==> src/hdl/tspc_pkg.sv <==
`timescale 1ns / 1ps
// ----------------------------------------------------------------------------
// tspc_pkg: shared types and constants of the time-series point compressor
// Holds the command format passed from the classifier front end to the
// chunk emitter, the chunk selector codes and the fixed field widths.
// ----------------------------------------------------------------------------
package tspc_pkg;

  // Width of the block length field in a new-window value header.
  localparam int LEN_FIELD_BITS = 6;
  // Widest value header: '11' + 6-bit leading count + length field.
  localparam int HDR_W          = 2 + 6 + LEN_FIELD_BITS;
  localparam int HDR_LEN_W      = 4;

  // Command queue between front end and emitter.
  localparam int QUEUE_DEPTH    = 4;
  localparam int QPTR_W         = 2;
  localparam int QCNT_W         = 3;

  // Which chunk of a point the emitter is on.
  typedef enum logic [1:0] {
    CH_TIME,
    CH_HEADER,
    CH_BLOCK
  } chunk_sel_t;

  // One fully classified point: every chunk ready to send.
  typedef struct packed {
    logic [31:0]          ts_bits;
    logic [5:0]           ts_len;
    logic [HDR_W-1:0]     hdr_bits;
    logic [HDR_LEN_W-1:0] hdr_len;
    logic [63:0]          blk_bits;
    logic [6:0]           blk_len;
    logic                 has_blk;
    logic                 ovf;
  } point_cmd_t;

endpackage

==> src/hdl/tspc_front.sv <==
`timescale 1ns / 1ps
// ----------------------------------------------------------------------------
// tspc_front: point classifier
// Three stages: take the point and form deltas and the value XOR, code the
// window decision, then build the timestamp, header and block chunks.
// ----------------------------------------------------------------------------
module tspc_front #(
  parameter int FIRST_TIME_BITS = 32,
  parameter int LEAD_FIELD_BITS = 5,
  parameter int MAX_LEADING     = 31
) (
  input  logic                   clk,
  input  logic                   rst,
  input  logic                   push,
  output logic                   full,
  input  logic                   begin_block,
  input  logic [31:0]            timestamp,
  input  logic [63:0]            value_bits,
  output logic                   cmd_valid,
  output tspc_pkg::point_cmd_t   cmd,
  input  logic                   cmd_full
);

  localparam int LEAD_FIELD_MAX = (1 << LEAD_FIELD_BITS) - 1;
  localparam int LEAD_CAP_I     = (MAX_LEADING < LEAD_FIELD_MAX) ? MAX_LEADING : LEAD_FIELD_MAX;
  localparam logic [5:0]  LEAD_CAP  = 6'(LEAD_CAP_I);
  localparam logic [5:0]  LEAD_MASK = 6'(LEAD_FIELD_MAX);
  localparam logic [31:0] TS_MASK   = 32'hFFFF_FFFF >> (32 - FIRST_TIME_BITS);
  localparam logic [5:0]  TS_RAW_LEN = 6'(FIRST_TIME_BITS);
  localparam logic [3:0]  HDR_NEW_LEN = 4'(2 + LEAD_FIELD_BITS + tspc_pkg::LEN_FIELD_BITS);

  localparam logic [31:0] TS_PFX_7  = 32'h0000_0100;  // '10'  above 7 bits
  localparam logic [31:0] TS_PFX_9  = 32'h0000_0C00;  // '110' above 9 bits
  localparam logic [31:0] TS_PFX_13 = 32'h0000_E000;  // '111' above 13 bits
  localparam logic [31:0] TS_LIM_7  = 32'h0000_0080;
  localparam logic [31:0] TS_LIM_9  = 32'h0000_0200;
  localparam logic [31:0] TS_LIM_13 = 32'h0000_2000;

  // history, updated at accept
  logic        started;
  logic [31:0] last_time;
  logic [31:0] last_delta;
  logic [63:0] last_value;
  // value window, updated in stage B
  logic [5:0]  window_leading;
  logic [5:0]  window_trailing;

  // stage A
  logic        a_valid, a_begin;
  logic [31:0] a_ts, a_delta, a_prevd;
  logic [63:0] a_x;
  // stage B
  logic        b_valid, b_begin, b_zero, b_reuse;
  logic [31:0] b_ts, b_dod;
  logic [63:0] b_x;
  logic [5:0]  b_lz, b_shift;
  logic [6:0]  b_blen;
  // stage C
  logic        c_valid;

  logic a_ready, b_ready, c_ready, accept, begin_eff;
  logic [31:0] delta_in;

  assign c_ready   = !c_valid || !cmd_full;
  assign b_ready   = !b_valid || c_ready;
  assign a_ready   = !a_valid || b_ready;
  assign full      = !a_ready;
  assign accept    = push && a_ready;
  assign begin_eff = begin_block || !started;
  assign delta_in  = timestamp - last_time;
  assign cmd_valid = c_valid;

  // stage A: take the point
  always_ff @(posedge clk) begin
    if (rst) begin
      a_valid    <= 1'b0;
      started    <= 1'b0;
      last_time  <= '0;
      last_delta <= '0;
      last_value <= '0;
    end else begin
      if (a_ready) a_valid <= accept;
      if (accept) begin
        started    <= 1'b1;
        last_time  <= timestamp;
        last_delta <= begin_eff ? 32'd0 : delta_in;
        last_value <= value_bits;
      end
    end
  end

  always_ff @(posedge clk) begin
    if (accept) begin
      a_begin <= begin_eff;
      a_ts    <= timestamp;
      a_delta <= delta_in;
      a_prevd <= last_delta;
      a_x     <= value_bits ^ (begin_eff ? 64'd0 : last_value);
    end
  end

  // stage B: zero counts and window decision
  logic [5:0] lz_raw, lz_cap, tz, wl, wt;
  logic [6:0] blk, wblk;
  logic       x_zero, reuse;

  always_comb begin
    lz_raw = 6'd63;
    tz     = 6'd0;
    for (int i = 0; i < 64; i++) begin
      if (a_x[i]) lz_raw = 6'(63 - i);
    end
    for (int i = 63; i >= 0; i--) begin
      if (a_x[i]) tz = 6'(i);
    end
    lz_cap = (lz_raw > LEAD_CAP) ? LEAD_CAP : lz_raw;
    x_zero = (a_x == 64'd0);
    wl     = a_begin ? 6'd0 : window_leading;
    wt     = a_begin ? 6'd0 : window_trailing;
    blk    = 7'd64 - 7'(lz_cap) - 7'(tz);
    wblk   = 7'd64 - 7'(wl) - 7'(wt);
    reuse  = !x_zero && (lz_cap >= wl) && (tz >= wt) &&
             (8'(wblk) < 8'(blk) + 8'(tspc_pkg::LEN_FIELD_BITS));
  end

  always_ff @(posedge clk) begin
    if (rst) begin
      b_valid         <= 1'b0;
      window_leading  <= '0;
      window_trailing <= '0;
    end else begin
      if (b_ready) b_valid <= a_valid;
      if (b_ready && a_valid) begin
        if (!x_zero && !reuse) begin
          window_leading  <= lz_cap;
          window_trailing <= tz;
        end else begin
          window_leading  <= wl;
          window_trailing <= wt;
        end
      end
    end
  end

  always_ff @(posedge clk) begin
    if (b_ready && a_valid) begin
      b_begin <= a_begin;
      b_ts    <= a_ts;
      b_dod   <= a_delta - a_prevd;
      b_x     <= a_x;
      b_zero  <= x_zero;
      b_reuse <= reuse;
      b_lz    <= lz_cap;
      b_shift <= reuse ? wt : tz;
      b_blen  <= reuse ? wblk : blk;
    end
  end

  // stage C: build the chunks
  logic [31:0] dd, zs, zzm1;
  tspc_pkg::point_cmd_t cmd_next;

  always_comb begin
    dd       = {b_dod[30:0], 1'b0};
    zs       = b_dod[31] ? ~dd : dd;
    zzm1     = zs - 32'd1;
    cmd_next = '0;
    if (b_begin) begin
      cmd_next.ts_bits = b_ts & TS_MASK;
      cmd_next.ts_len  = TS_RAW_LEN;
    end else if (b_dod == 32'd0) begin
      cmd_next.ts_bits = 32'd0;
      cmd_next.ts_len  = 6'd1;
    end else if (zzm1 < TS_LIM_7) begin
      cmd_next.ts_bits = zzm1 | TS_PFX_7;
      cmd_next.ts_len  = 6'd9;
    end else if (zzm1 < TS_LIM_9) begin
      cmd_next.ts_bits = zzm1 | TS_PFX_9;
      cmd_next.ts_len  = 6'd12;
    end else begin
      cmd_next.ts_bits = (zzm1 & (TS_LIM_13 - 32'd1)) | TS_PFX_13;
      cmd_next.ts_len  = 6'd16;
      cmd_next.ovf     = (zzm1 >= TS_LIM_13);
    end
    if (b_zero) begin
      cmd_next.hdr_bits = '0;
      cmd_next.hdr_len  = 4'd1;
    end else if (b_reuse) begin
      cmd_next.hdr_bits = tspc_pkg::HDR_W'(2'b10);
      cmd_next.hdr_len  = 4'd2;
    end else begin
      cmd_next.hdr_bits = (tspc_pkg::HDR_W'(2'b11) << (LEAD_FIELD_BITS + tspc_pkg::LEN_FIELD_BITS))
                        | (tspc_pkg::HDR_W'(b_lz & LEAD_MASK) << tspc_pkg::LEN_FIELD_BITS)
                        | tspc_pkg::HDR_W'(6'(b_blen - 7'd1));
      cmd_next.hdr_len  = HDR_NEW_LEN;
    end
    cmd_next.has_blk  = !b_zero;
    cmd_next.blk_bits = b_x >> b_shift;
    cmd_next.blk_len  = b_blen;
  end

  always_ff @(posedge clk) begin
    if (rst) begin
      c_valid <= 1'b0;
    end else if (c_ready) begin
      c_valid <= b_valid;
    end
  end

  always_ff @(posedge clk) begin
    if (c_ready && b_valid) cmd <= cmd_next;
  end

endmodule

==> src/hdl/tspc_queue.sv <==
`timescale 1ns / 1ps
// ----------------------------------------------------------------------------
// tspc_queue: command queue
// Small first-in first-out store that decouples classifier and emitter.
// ----------------------------------------------------------------------------
module tspc_queue (
  input  logic                 clk,
  input  logic                 rst,
  input  logic                 wr_en,
  input  tspc_pkg::point_cmd_t wr_data,
  output logic                 full,
  input  logic                 rd_en,
  output tspc_pkg::point_cmd_t rd_data,
  output logic                 empty
);

  tspc_pkg::point_cmd_t        slots [tspc_pkg::QUEUE_DEPTH];
  logic [tspc_pkg::QPTR_W-1:0] wr_ptr, rd_ptr;
  logic [tspc_pkg::QCNT_W-1:0] count;
  logic                        do_wr, do_rd;

  assign full    = (count == tspc_pkg::QCNT_W'(tspc_pkg::QUEUE_DEPTH));
  assign empty   = (count == '0);
  assign do_wr   = wr_en && !full;
  assign do_rd   = rd_en && !empty;
  assign rd_data = slots[rd_ptr];

  always_ff @(posedge clk) begin
    if (do_wr) slots[wr_ptr] <= wr_data;
  end

  always_ff @(posedge clk) begin
    if (rst) begin
      wr_ptr <= '0;
      rd_ptr <= '0;
      count  <= '0;
    end else begin
      if (do_wr) wr_ptr <= wr_ptr + 1'b1;
      if (do_rd) rd_ptr <= rd_ptr + 1'b1;
      if (do_wr && !do_rd) count <= count + 1'b1;
      else if (do_rd && !do_wr) count <= count - 1'b1;
    end
  end

endmodule

==> src/hdl/tspc_back.sv <==
`timescale 1ns / 1ps
// ----------------------------------------------------------------------------
// tspc_back: chunk emitter
// Walks the chunks of the queue head into a registered output, one a cycle while it is popped.
// ----------------------------------------------------------------------------
module tspc_back (
  input  logic                 clk,
  input  logic                 rst,
  input  logic                 q_empty,
  input  tspc_pkg::point_cmd_t q_data,
  output logic                 q_pop,
  output logic                 empty,
  input  logic                 pop,
  output logic [63:0]          code_bits,
  output logic [6:0]           code_len,
  output logic                 last_chunk,
  output logic                 dod_overflow
);

  tspc_pkg::chunk_sel_t sel;
  logic                 out_valid, load, chunk_last;
  logic [63:0]          bits_next;
  logic [6:0]           len_next;

  assign empty = !out_valid;
  assign load  = !q_empty && (!out_valid || pop);
  assign q_pop = load && chunk_last;

  always_comb begin
    unique case (sel)
      tspc_pkg::CH_TIME: begin
        bits_next  = 64'(q_data.ts_bits);
        len_next   = 7'(q_data.ts_len);
        chunk_last = 1'b0;
      end
      tspc_pkg::CH_HEADER: begin
        bits_next  = 64'(q_data.hdr_bits);
        len_next   = 7'(q_data.hdr_len);
        chunk_last = !q_data.has_blk;
      end
      tspc_pkg::CH_BLOCK: begin
        bits_next  = q_data.blk_bits;
        len_next   = q_data.blk_len;
        chunk_last = 1'b1;
      end
      default: begin
        bits_next  = '0;
        len_next   = '0;
        chunk_last = 1'b1;
      end
    endcase
  end

  always_ff @(posedge clk) begin
    if (rst) begin
      out_valid <= 1'b0;
      sel       <= tspc_pkg::CH_TIME;
    end else begin
      if (load) begin
        out_valid <= 1'b1;
        unique case (sel)
          tspc_pkg::CH_TIME:   sel <= tspc_pkg::CH_HEADER;
          tspc_pkg::CH_HEADER: sel <= chunk_last ? tspc_pkg::CH_TIME : tspc_pkg::CH_BLOCK;
          default:             sel <= tspc_pkg::CH_TIME;
        endcase
      end else if (pop) begin
        out_valid <= 1'b0;
      end
    end
  end

  always_ff @(posedge clk) begin
    if (load) begin
      code_bits    <= bits_next;
      code_len     <= len_next;
      last_chunk   <= chunk_last;
      dod_overflow <= q_data.ovf;
    end
  end

endmodule

==> src/hdl/timeseries_point_compressor.sv <==
`timescale 1ns / 1ps
// ----------------------------------------------------------------------------
// timeseries_point_compressor: delta-of-delta timestamp and XOR value coder
// Turns each point into two or three variable-length chunks of a stream.
// ----------------------------------------------------------------------------
//
//  channel  handshake         payload
//  -------  ----------------  ------------------------------------------------
//  input    push / full       begin_block, timestamp, value_bits
//  output   empty / pop       code_bits, code_len, last_chunk, dod_overflow
//
//  A point gives two chunks (value unchanged) or three chunks (value block
//  sent) at the output; the output register takes a single chunk per cycle
//  while the output is popped. The first chunk of a point passes the two
//  later classifier stages, the queue write and the output register after
//  the point is taken. Synchronous reset empties all stages and the queue and
//  clears the history; no clearing pass. A stalled output fills the 4-entry
//  command queue, then the classifier stages, then raises full.
//
module timeseries_point_compressor #(
  parameter int FIRST_TIME_BITS = 32,
  parameter int LEAD_FIELD_BITS = 5,
  parameter int MAX_LEADING     = 31
) (
  input  logic        clk,
  input  logic        rst,
  input  logic        push,
  output logic        full,
  input  logic        begin_block,
  input  logic [31:0] timestamp,
  input  logic [63:0] value_bits,
  output logic        empty,
  input  logic        pop,
  output logic [63:0] code_bits,
  output logic [6:0]  code_len,
  output logic        last_chunk,
  output logic        dod_overflow
);

  // classified points, front end to queue
  tspc_pkg::point_cmd_t front_cmd;
  logic                 front_valid;
  // queue head to emitter
  tspc_pkg::point_cmd_t head_cmd;
  logic                 q_full, q_empty, q_pop;

  // Classify: deltas, zero counts, window choice, chunk packing.
  tspc_front #(
    .FIRST_TIME_BITS (FIRST_TIME_BITS),
    .LEAD_FIELD_BITS (LEAD_FIELD_BITS),
    .MAX_LEADING     (MAX_LEADING)
  ) u_front (
    .clk         (clk),
    .rst         (rst),
    .push        (push),
    .full        (full),
    .begin_block (begin_block),
    .timestamp   (timestamp),
    .value_bits  (value_bits),
    .cmd_valid   (front_valid),
    .cmd         (front_cmd),
    .cmd_full    (q_full)
  );

  // Hold classified points while the emitter drains earlier ones.
  tspc_queue u_queue (
    .clk     (clk),
    .rst     (rst),
    .wr_en   (front_valid),
    .wr_data (front_cmd),
    .full    (q_full),
    .rd_en   (q_pop),
    .rd_data (head_cmd),
    .empty   (q_empty)
  );

  // Emit chunks one per cycle while the output is popped; drop the head after its last chunk.
  tspc_back u_back (
    .clk          (clk),
    .rst          (rst),
    .q_empty      (q_empty),
    .q_data       (head_cmd),
    .q_pop        (q_pop),
    .empty        (empty),
    .pop          (pop),
    .code_bits    (code_bits),
    .code_len     (code_len),
    .last_chunk   (last_chunk),
    .dod_overflow (dod_overflow)
  );

endmodule

==> config.mk <==
export PLATFORM = sky130hd
export DESIGN_NAME = timeseries_point_compressor
export DESIGN_NICKNAME = d
export VERILOG_FILES = /design/src/hdl/tspc_pkg.sv /design/src/hdl/tspc_front.sv /design/src/hdl/tspc_queue.sv /design/src/hdl/tspc_back.sv /design/src/hdl/timeseries_point_compressor.sv
export SDC_FILE = /design/constraint.sdc
export NUM_CORES = 2
export LEC_CHECK = 0
export BUFFER_PORTS_ARGS = -buffer_cell sky130_fd_sc_hd__buf_2
export CELL_PAD_IN_SITES_DETAIL_PLACEMENT = 1
export CELL_PAD_IN_SITES_GLOBAL_PLACEMENT = 2
export CORE_ASPECT_RATIO = 1.25
export CORE_MARGIN = 3
export CORE_UTILIZATION = 30
export DETAILED_ROUTE_END_ITERATION = 8
export HOLD_SLACK_MARGIN = 0.03
export PLACE_DENSITY = 0.55
export SYNTH_ARGS = -nofsm -noshare
export SYNTH_HDL_FRONTEND = slang
export SYNTH_SLANG_ARGS = --single-unit
==> constraint.sdc <==
create_clock -name clk -period 7.6 [get_ports clk]
set_input_delay 1.52 -clock clk [delete_from_list [all_inputs] [get_ports clk]]
set_output_delay 1.52 -clock clk [all_outputs]
set_load 0.05 [all_outputs]
Word level (Yosys, flattened, before mapping)
Memories as Yosys holds them, arrays and structs flattened. A register that Yosys moved wholly into a read port is not among the register bits.
Index checks and enable logic that the tools add are counted.
{"block": "word_totals", "regBits": 665, "ramBits": 512, "output_inout_bits": 75, "wordCells": 268, "n_memories": 1}
{"block": "op_classes", "add_sub_neg": 13, "magnitude_cmp": 7, "eq_ne": 3, "shifts": 1, "mux": 155, "bitwise_logic": 3, "n_reduce_logical": 42}
{"name": "u_queue.slots", "words": 4, "width": 128, "rd": 1, "rd_clocked_by_memory_dff": 1, "wr": 1, "line_no": "tspc_queue.sv:17", "text": "tspc_pkg::point_cmd_t slots [tspc_pkg::QUEUE_DEPTH];"}
{"op": "$mux 6", "count": 103}
{"op": "$pmux 64 s3", "count": 1}
{"op": "$mux 38", "count": 4}
{"op": "$mux 5", "count": 16}
{"op": "$logic_not 64->1", "count": 1}
{"op": "$mux 32", "count": 2}
{"op": "$mux 64", "count": 1}
{"op": "$shr 64x6->64", "count": 1}
{"op": "$sub 32x32->32", "count": 2}
{"op": "$xor 64x64->64", "count": 1}
{"op": "$ge 32x14->1 const B", "count": 1}
{"op": "$logic_not 32->1", "count": 1}
{"op": "$lt 32x10->1 const B", "count": 1}
{"op": "$lt 32x8->1 const B", "count": 1}
{"op": "$mux 4", "count": 8}
{"op": "$not 32->32", "count": 1}
{"op": "$sub 32x1->32 const B", "count": 1}
{"op": "$pmux 7 s3", "count": 1}
{"op": "$mux 3", "count": 6}
{"op": "$logic_not 1->1", "count": 14}
{"op": "$sub 7x6->7", "count": 2}
{"op": "$sub 7x6->7 const A", "count": 2}
{"op": "$logic_and 1x1->1", "count": 13}
{"op": "$or 13x6->13", "count": 1}
{"op": "23 further kinds", "count": 39}

Longest topological paths before layout
{"block": "depth", "ltp_word": 73, "ltp_mapped": 28, "depth_no_buf": 27}

Hierarchy
From an unflattened synthesis, not the netlist that was laid out.
{"block": "unflattened", "cells_unflattened": 3842, "area_unflattened_um2": 52429.0}
{"module": "tspc_front", "instances": 1, "cells_per_inst": 2887, "area_each_um2": 30115.1, "seq_area_each_um2": 15945.3}
{"module": "tspc_queue", "instances": 1, "cells_per_inst": 721, "area_each_um2": 19079.5, "seq_area_each_um2": 15675.0}
{"module": "tspc_back", "instances": 1, "cells_per_inst": 234, "area_each_um2": 3234.4, "seq_area_each_um2": 2252.2}

Least setup slack after synthesis
OpenSTA, ideal clock, no wires.
{"block": "synth_path", "path_type": "input-to-reg", "startpoint": "input push", "endpoint": "register u_front.last_delta[31]", "setup_ns": 0.381, "t_arrival_ns": 6.622, "t_required_ns": 7.219, "setup_slack_ns": 0.596, "path_stages": 4, "path_buffers": 1, "path_cell_list": "nand2_1 -> inv_1 -> clkbuf_1 -> o221ai_1"}
{"block": "synth_between", "elab_chain_cells": 1}
{"element": "from (decl)", "line_no": "timeseries_point_compressor.sv:27", "text": "input logic push,"}
{"element": "$logic_and 1x1->1", "line_no": "tspc_front.sv:68", "text": "assign accept = push && a_ready;"}
{"element": "via u_front.accept", "line_no": "tspc_front.sv:61", "text": "logic a_ready, b_ready, c_ready, accept, begin_eff;"}
{"element": "to (signal assigned)", "line_no": "tspc_front.sv:86", "text": "last_delta <= begin_eff ? 32'd0 : delta_in;"}
{"element": "to (decl)", "line_no": "tspc_front.sv:42", "text": "logic [31:0] last_delta;"}
The timed path passes the listed nets, and every way through them passes these cells.
A chain may end at the register's enable or synchronous reset.

Final worst setup path
{"block": "layout_path", "startpoint": "register u_front.a_x[53]", "endpoint": "register u_front.window_leading[4]"}
{"block": "layout_between", "word_cells_on_any_way": 81}
{"element": "from (decl)", "line_no": "tspc_front.sv:51", "text": "logic [63:0] a_x;"}
{"element": "from (signal assigned)", "line_no": "tspc_front.sv:98", "text": "a_x <= value_bits ^ (begin_eff ? 64'd0 : last_value);"}
{"element": "$mux 6 (*) (11 in series)", "line_no": "tspc_front.sv:111", "text": "if (a_x[i]) lz_raw = 6'(63 - i);"}
{"element": "$gt 6x5->1", "line_no": "tspc_front.sv:116", "text": "lz_cap = (lz_raw > LEAD_CAP) ? LEAD_CAP : lz_raw;"}
{"element": "$mux 6 (*)", "line_no": "tspc_front.sv:116"}
{"element": "via u_front.lz_cap[0]", "line_no": "tspc_front.sv:103", "text": "logic [5:0] lz_raw, lz_cap, tz, wl, wt;"}
{"element": "$sub 7x6->7 (2 in series)", "line_no": "tspc_front.sv:120", "text": "blk = 7'd64 - 7'(lz_cap) - 7'(tz);"}
{"element": "$add 7x3->8", "line_no": "tspc_front.sv:123", "text": "(8'(wblk) < 8'(blk) + 8'(tspc_pkg::LEN_FIELD_BITS));"}
{"element": "$lt 7x8->1", "line_no": "tspc_front.sv:123"}
{"element": "$logic_and 1x1->1 (*)", "line_no": "tspc_front.sv:122", "text": "reuse = !x_zero && (lz_cap >= wl) && (tz >= wt) &&"}
{"element": "$logic_not 1->1 (*)", "line_no": "tspc_front.sv:134", "text": "if (!x_zero && !reuse) begin"}
{"element": "$logic_and 1x1->1 (*)", "line_no": "tspc_front.sv:134"}
{"element": "$mux 6 (*)", "line_no": "tspc_front.sv:134"}
{"element": "to (signal assigned)", "line_no": "tspc_front.sv:135", "text": "window_leading <= lz_cap;"}
{"element": "to (signal assigned)", "line_no": "tspc_front.sv:138", "text": "window_leading <= wl;"}
{"element": "to (decl)", "line_no": "tspc_front.sv:45", "text": "logic [5:0] window_leading;"}
Mark *: on every way through the listed nets, which the timed path passes. The rest lies on a longest branch.

==> out/summary.log <==
INFO  outcome        outcome=finished, final reports clean
INFO  power_and_ir_drop cellPowerDensity=263nW/um2
INFO  setup_path     timing_worst_setup_path_type=reg -> reg
INFO  grt            antenna_violations_before_repair=8
INFO  routing        drc_errors=0
INFO  synth          synth.most_common_cell=edfxtp_1
INFO  synth          synth_largest_type_area_fraction=58.7%
INFO  routing        drt_pass1_iterations=8
INFO  setup_path     cp.arrival=7.54ns
INFO  finish         synthToLayoutAreaGrowth=15.0%
INFO  placed_design  post_dp_cell_area=55,000um2
INFO  clock_network  cts_post_setup_buffers_inserted=0
INFO  timing         setup_total_negative_slack=0ns
INFO  power_and_ir_drop peakVddDrop=0.223mV
INFO  placed_design  dp_hpwl=98.1mm
INFO  floorplan      die_h=470um
INFO  routing        route.vias.total=30,663
INFO  clock_network  ctsResizeCount=0
INFO  timing         period_minus_slack=6.87ns
INFO  clock_network  cts.reportedPaths.clkPinSlew=0.06ns
INFO  routing        sum_of_routed_wire_length_over_all_layers=142mm
INFO  hold_path      hp-class=reg -> reg
INFO  finish         drive_gt1_share=15.6%
INFO  clock_network  clock_latency_on_the_worst_skew_pair=0.78ns
INFO  routing        avgRoutedWirePerCell=22.5um
INFO  synth          synth_seq_cells=1,164
INFO  timing         fmaxAchievable=146MHz
INFO  synth          largest_cells_by_area_after_synthesis=edfxtp_1, mux4_2, dfxtp_1
INFO  timing         finalCritPeriodShare=90.4%
INFO  synth          yosys.cell_types.count=83
INFO  clock_network  cts_inserted_buffers=131
INFO  synth          number_of_cells_produced_by_synthesis=3,825
INFO  clock_network  holdBufCountCts=0
INFO  floorplan      core_area=170,000um2
INFO  placed_design  port_buffers=175
INFO  timing         clock-skew-final=0.0471ns
INFO  grt            global_route.overflow_total=0
INFO  timing         worst_hold_slack=0.420ns
INFO  routing        via_per_inst=4.85
INFO  floorplan      io_pins=176
INFO  floorplan      effective_utilization_at_floorplan=30.3%
INFO  clock_network  cts.root.buffer_cell=clkbuf_16
INFO  synth          yosysSeqAreaShare=64.8%
INFO  clock_network  deepest_clock_path_buffer_count=3
INFO  synth          syn-mean-instance-area=13.5um2
INFO  synth          count_of_flip_flops_with_a_built_in_enable_after_synthesis=1,008
INFO  synth          yosys_warnings=0
INFO  clock_network  tritoncts=built
INFO  clock_network  h-tree-depth=4
INFO  floorplan      total_die_area=177,000um2
INFO  setup_path     timing.critical_path.to_type=register
INFO  grt            number_of_global_route_vias_before_repair=31,912
INFO  placed_design  finalWeightedCongestion=0.784
INFO  timing         relSlewSlack=22.3%
INFO  flow_run       maxCapViolations=0
INFO  synth          synth_largest_area_cell=edfxtp_1
INFO  power_and_ir_drop total_leakage_power=0.0202uW
INFO  grt            grt_max_degree=142
INFO  floorplan      rows=169
INFO  timing         setup_viol_count_final=0
INFO  floorplan      floorplan.die.width=377um
INFO  synth          asyncSetResetFlopFracSynth=0%
INFO  setup_path     crit_required=8.27ns
INFO  synth          post_synth_most_frequent_cells=edfxtp_1, nand2_1, nor2_1, a21oi_1, mux4_2
INFO  setup_path     critPathLaunchType=register
INFO  clock_network  clock-sinks=1,164
INFO  synth          syn_nets=4,042
INFO  routing        initial_drc_count=1,949
INFO  timing         grt_setup_unrepaired=false
INFO  routing        postRouteAntennaNets=0
INFO  finish         layout.nets=4,216
INFO  grt            groute.usage.overall=16.0%
INFO  finish         fin_area=59,300um2
INFO  timing         timing.final.hold_violations=0
INFO  timing         worst_pin_slew=1.17ns
INFO  synth          dominantRegCellSynth=edfxtp_1
INFO  synth          post_synthesis_cell_area=51,600um2
INFO  setup_path     largest_driver_fanout_on_the_critical_path=25
INFO  finish         fin_util=34.8%
INFO  timing         timing_max_transition_violations_final=0
INFO  grt            grt_pass1_wl=212mm
worst max-delay path, cell delays in order (launching register included):
cell,delay [ns]
edfxtp_1,0.46
nor4_1,0.74
nand4_1,0.55
nor4_2,0.65
nor3_1,0.09
o21ai_0,0.11
o221a_2,0.27
inv_1,0.07
ha_1,0.20
ha_1,0.21
fa_1,0.42
a21oi_1,0.15
nor2_1,0.05
nor2_1,0.11
xnor2_1,0.23
nand3_1,0.15
xnor2_1,0.15
ha_1,0.30
a21oi_1,0.14
o31ai_1,0.09
o41ai_1,0.10
nand2_1,0.27
inv_1,0.78
nor2_1,0.15
a221oi_1,0.33
through the flow:
step	total power [uW]	std cells	setup slack (ns)
5_1_grt	16300	6320	0.0712
4_1_cts	15900	6319	0.705
2_1_floorplan	8760	3825	0.596
3_3_place_gp	9380	6089	0.894
6_report	15600	6320	0.731
3_5_place_dp	9390	6089	0.752
cell families after synthesis:
| family | count (synthesis) | synth area share (%) |
|---|---|---|
| xor gates and xnor gates | 157 | 2.67 |
| other | 2 | 0.0146 |
| adders and majority gates | 116 | 2.89 |
| DFF | 1164 | 64.8 |
| buffers and inverters | 340 | 2.48 |
| and+or+nand+nor | 1109 | 9.58 |
| AOI/OAI and AO/OA | 659 | 7.96 |
| muxes | 278 | 9.65 |
routing by layer:
layer  GRT usage [%]  vias to the layer above  share of wire (%)  wire, um
li1                -                    14603                  -         -
met3            2.29                      145                3.2      4570
met2            25.2                      460                 46     65900
met5               0                        -                  0         0
met1            23.0                    15455                 49     69200
met4            4.02                        0                1.8      2580
worst paths after layout:
| check | slack, ns | to | startpoint | cells past startpoint |
|---|---|---|---|---|
| max | 0.73 | u_front.window_leading[4]$_SDFFE_PP0P_ | u_front.a_x[53]$_DFFE_PP_ | 24 |
| min reg2reg | 0.42 | u_front.b_ts[10]$_DFFE_PP_ | u_front.a_ts[10]$_DFFE_PP_ | 0 |
| min | 0.42 | u_front.b_ts[10]$_DFFE_PP_ | u_front.a_ts[10]$_DFFE_PP_ | 0 |
| max reg2reg | 0.73 | u_front.window_leading[4]$_SDFFE_PP0P_ | u_front.a_x[53]$_DFFE_PP_ | 24 |
area by class of cell:
type / instances / area [um2]
tap: 2223 / 2780
multi-input combinational: 2321 / 16900
antenna: 1 / 2.50
fill: 17743 / 111000
clock inverter: 69 / 857
timing repair buffer: 215 / 1200
sequential: 1164 / 33400
inverter: 166 / 637
clock buffer: 161 / 3470
cell usage in the layout, fill, tap and decap left out, types with 16 or more instances in the layout:
cell	netlist	layout
buf_2	3	174
o21a_1	27	27
a21o_1	38	38
mux2i_1	89	89
and2_1	75	71
clkbuf_16	0	132
clkinv_1	2	18
clkbuf_1	135	23
xor2_1	27	27
nor3_1	44	44
nand3_1	44	44
nand2_1	531	530
o22ai_1	24	24
ha_1	111	111
nor4_1	28	28
a22oi_1	18	18
a21oi_1	262	262
nor2_1	265	264
xnor2_1	130	130
mux4_2	174	174
nand4_1	17	17
or3_1	17	17
inv_1	163	159
nor2b_1	25	22
buf_4	0	39
o21ai_0	115	115
o31ai_1	22	22
a211oi_1	16	16
edfxtp_1	1008	1008
clkinv_2	0	18
dfxtp_1	156	152
a31oi_1	24	24
flip-flops by register name, indices dropped and copies added, names as in the netlist, 32 cells and up, named ones only:
register,flops
u_back.code_bits,64
u_front.a_delta,32
u_front.a_prevd,32
u_front.a_ts,32
u_front.a_x,64
u_front.b_dod,32
u_front.b_ts,32
u_front.b_x,64
u_front.cmd,125
u_front.last_delta,32
u_front.last_time,32
u_front.last_value,64
u_queue.slots,500
report_power, final:
group	switching, uW	internal [uW]
Sequential	198	7260
Clock	2650	3750
Combinational	1160	596
(Power assumes the default switching activity.)
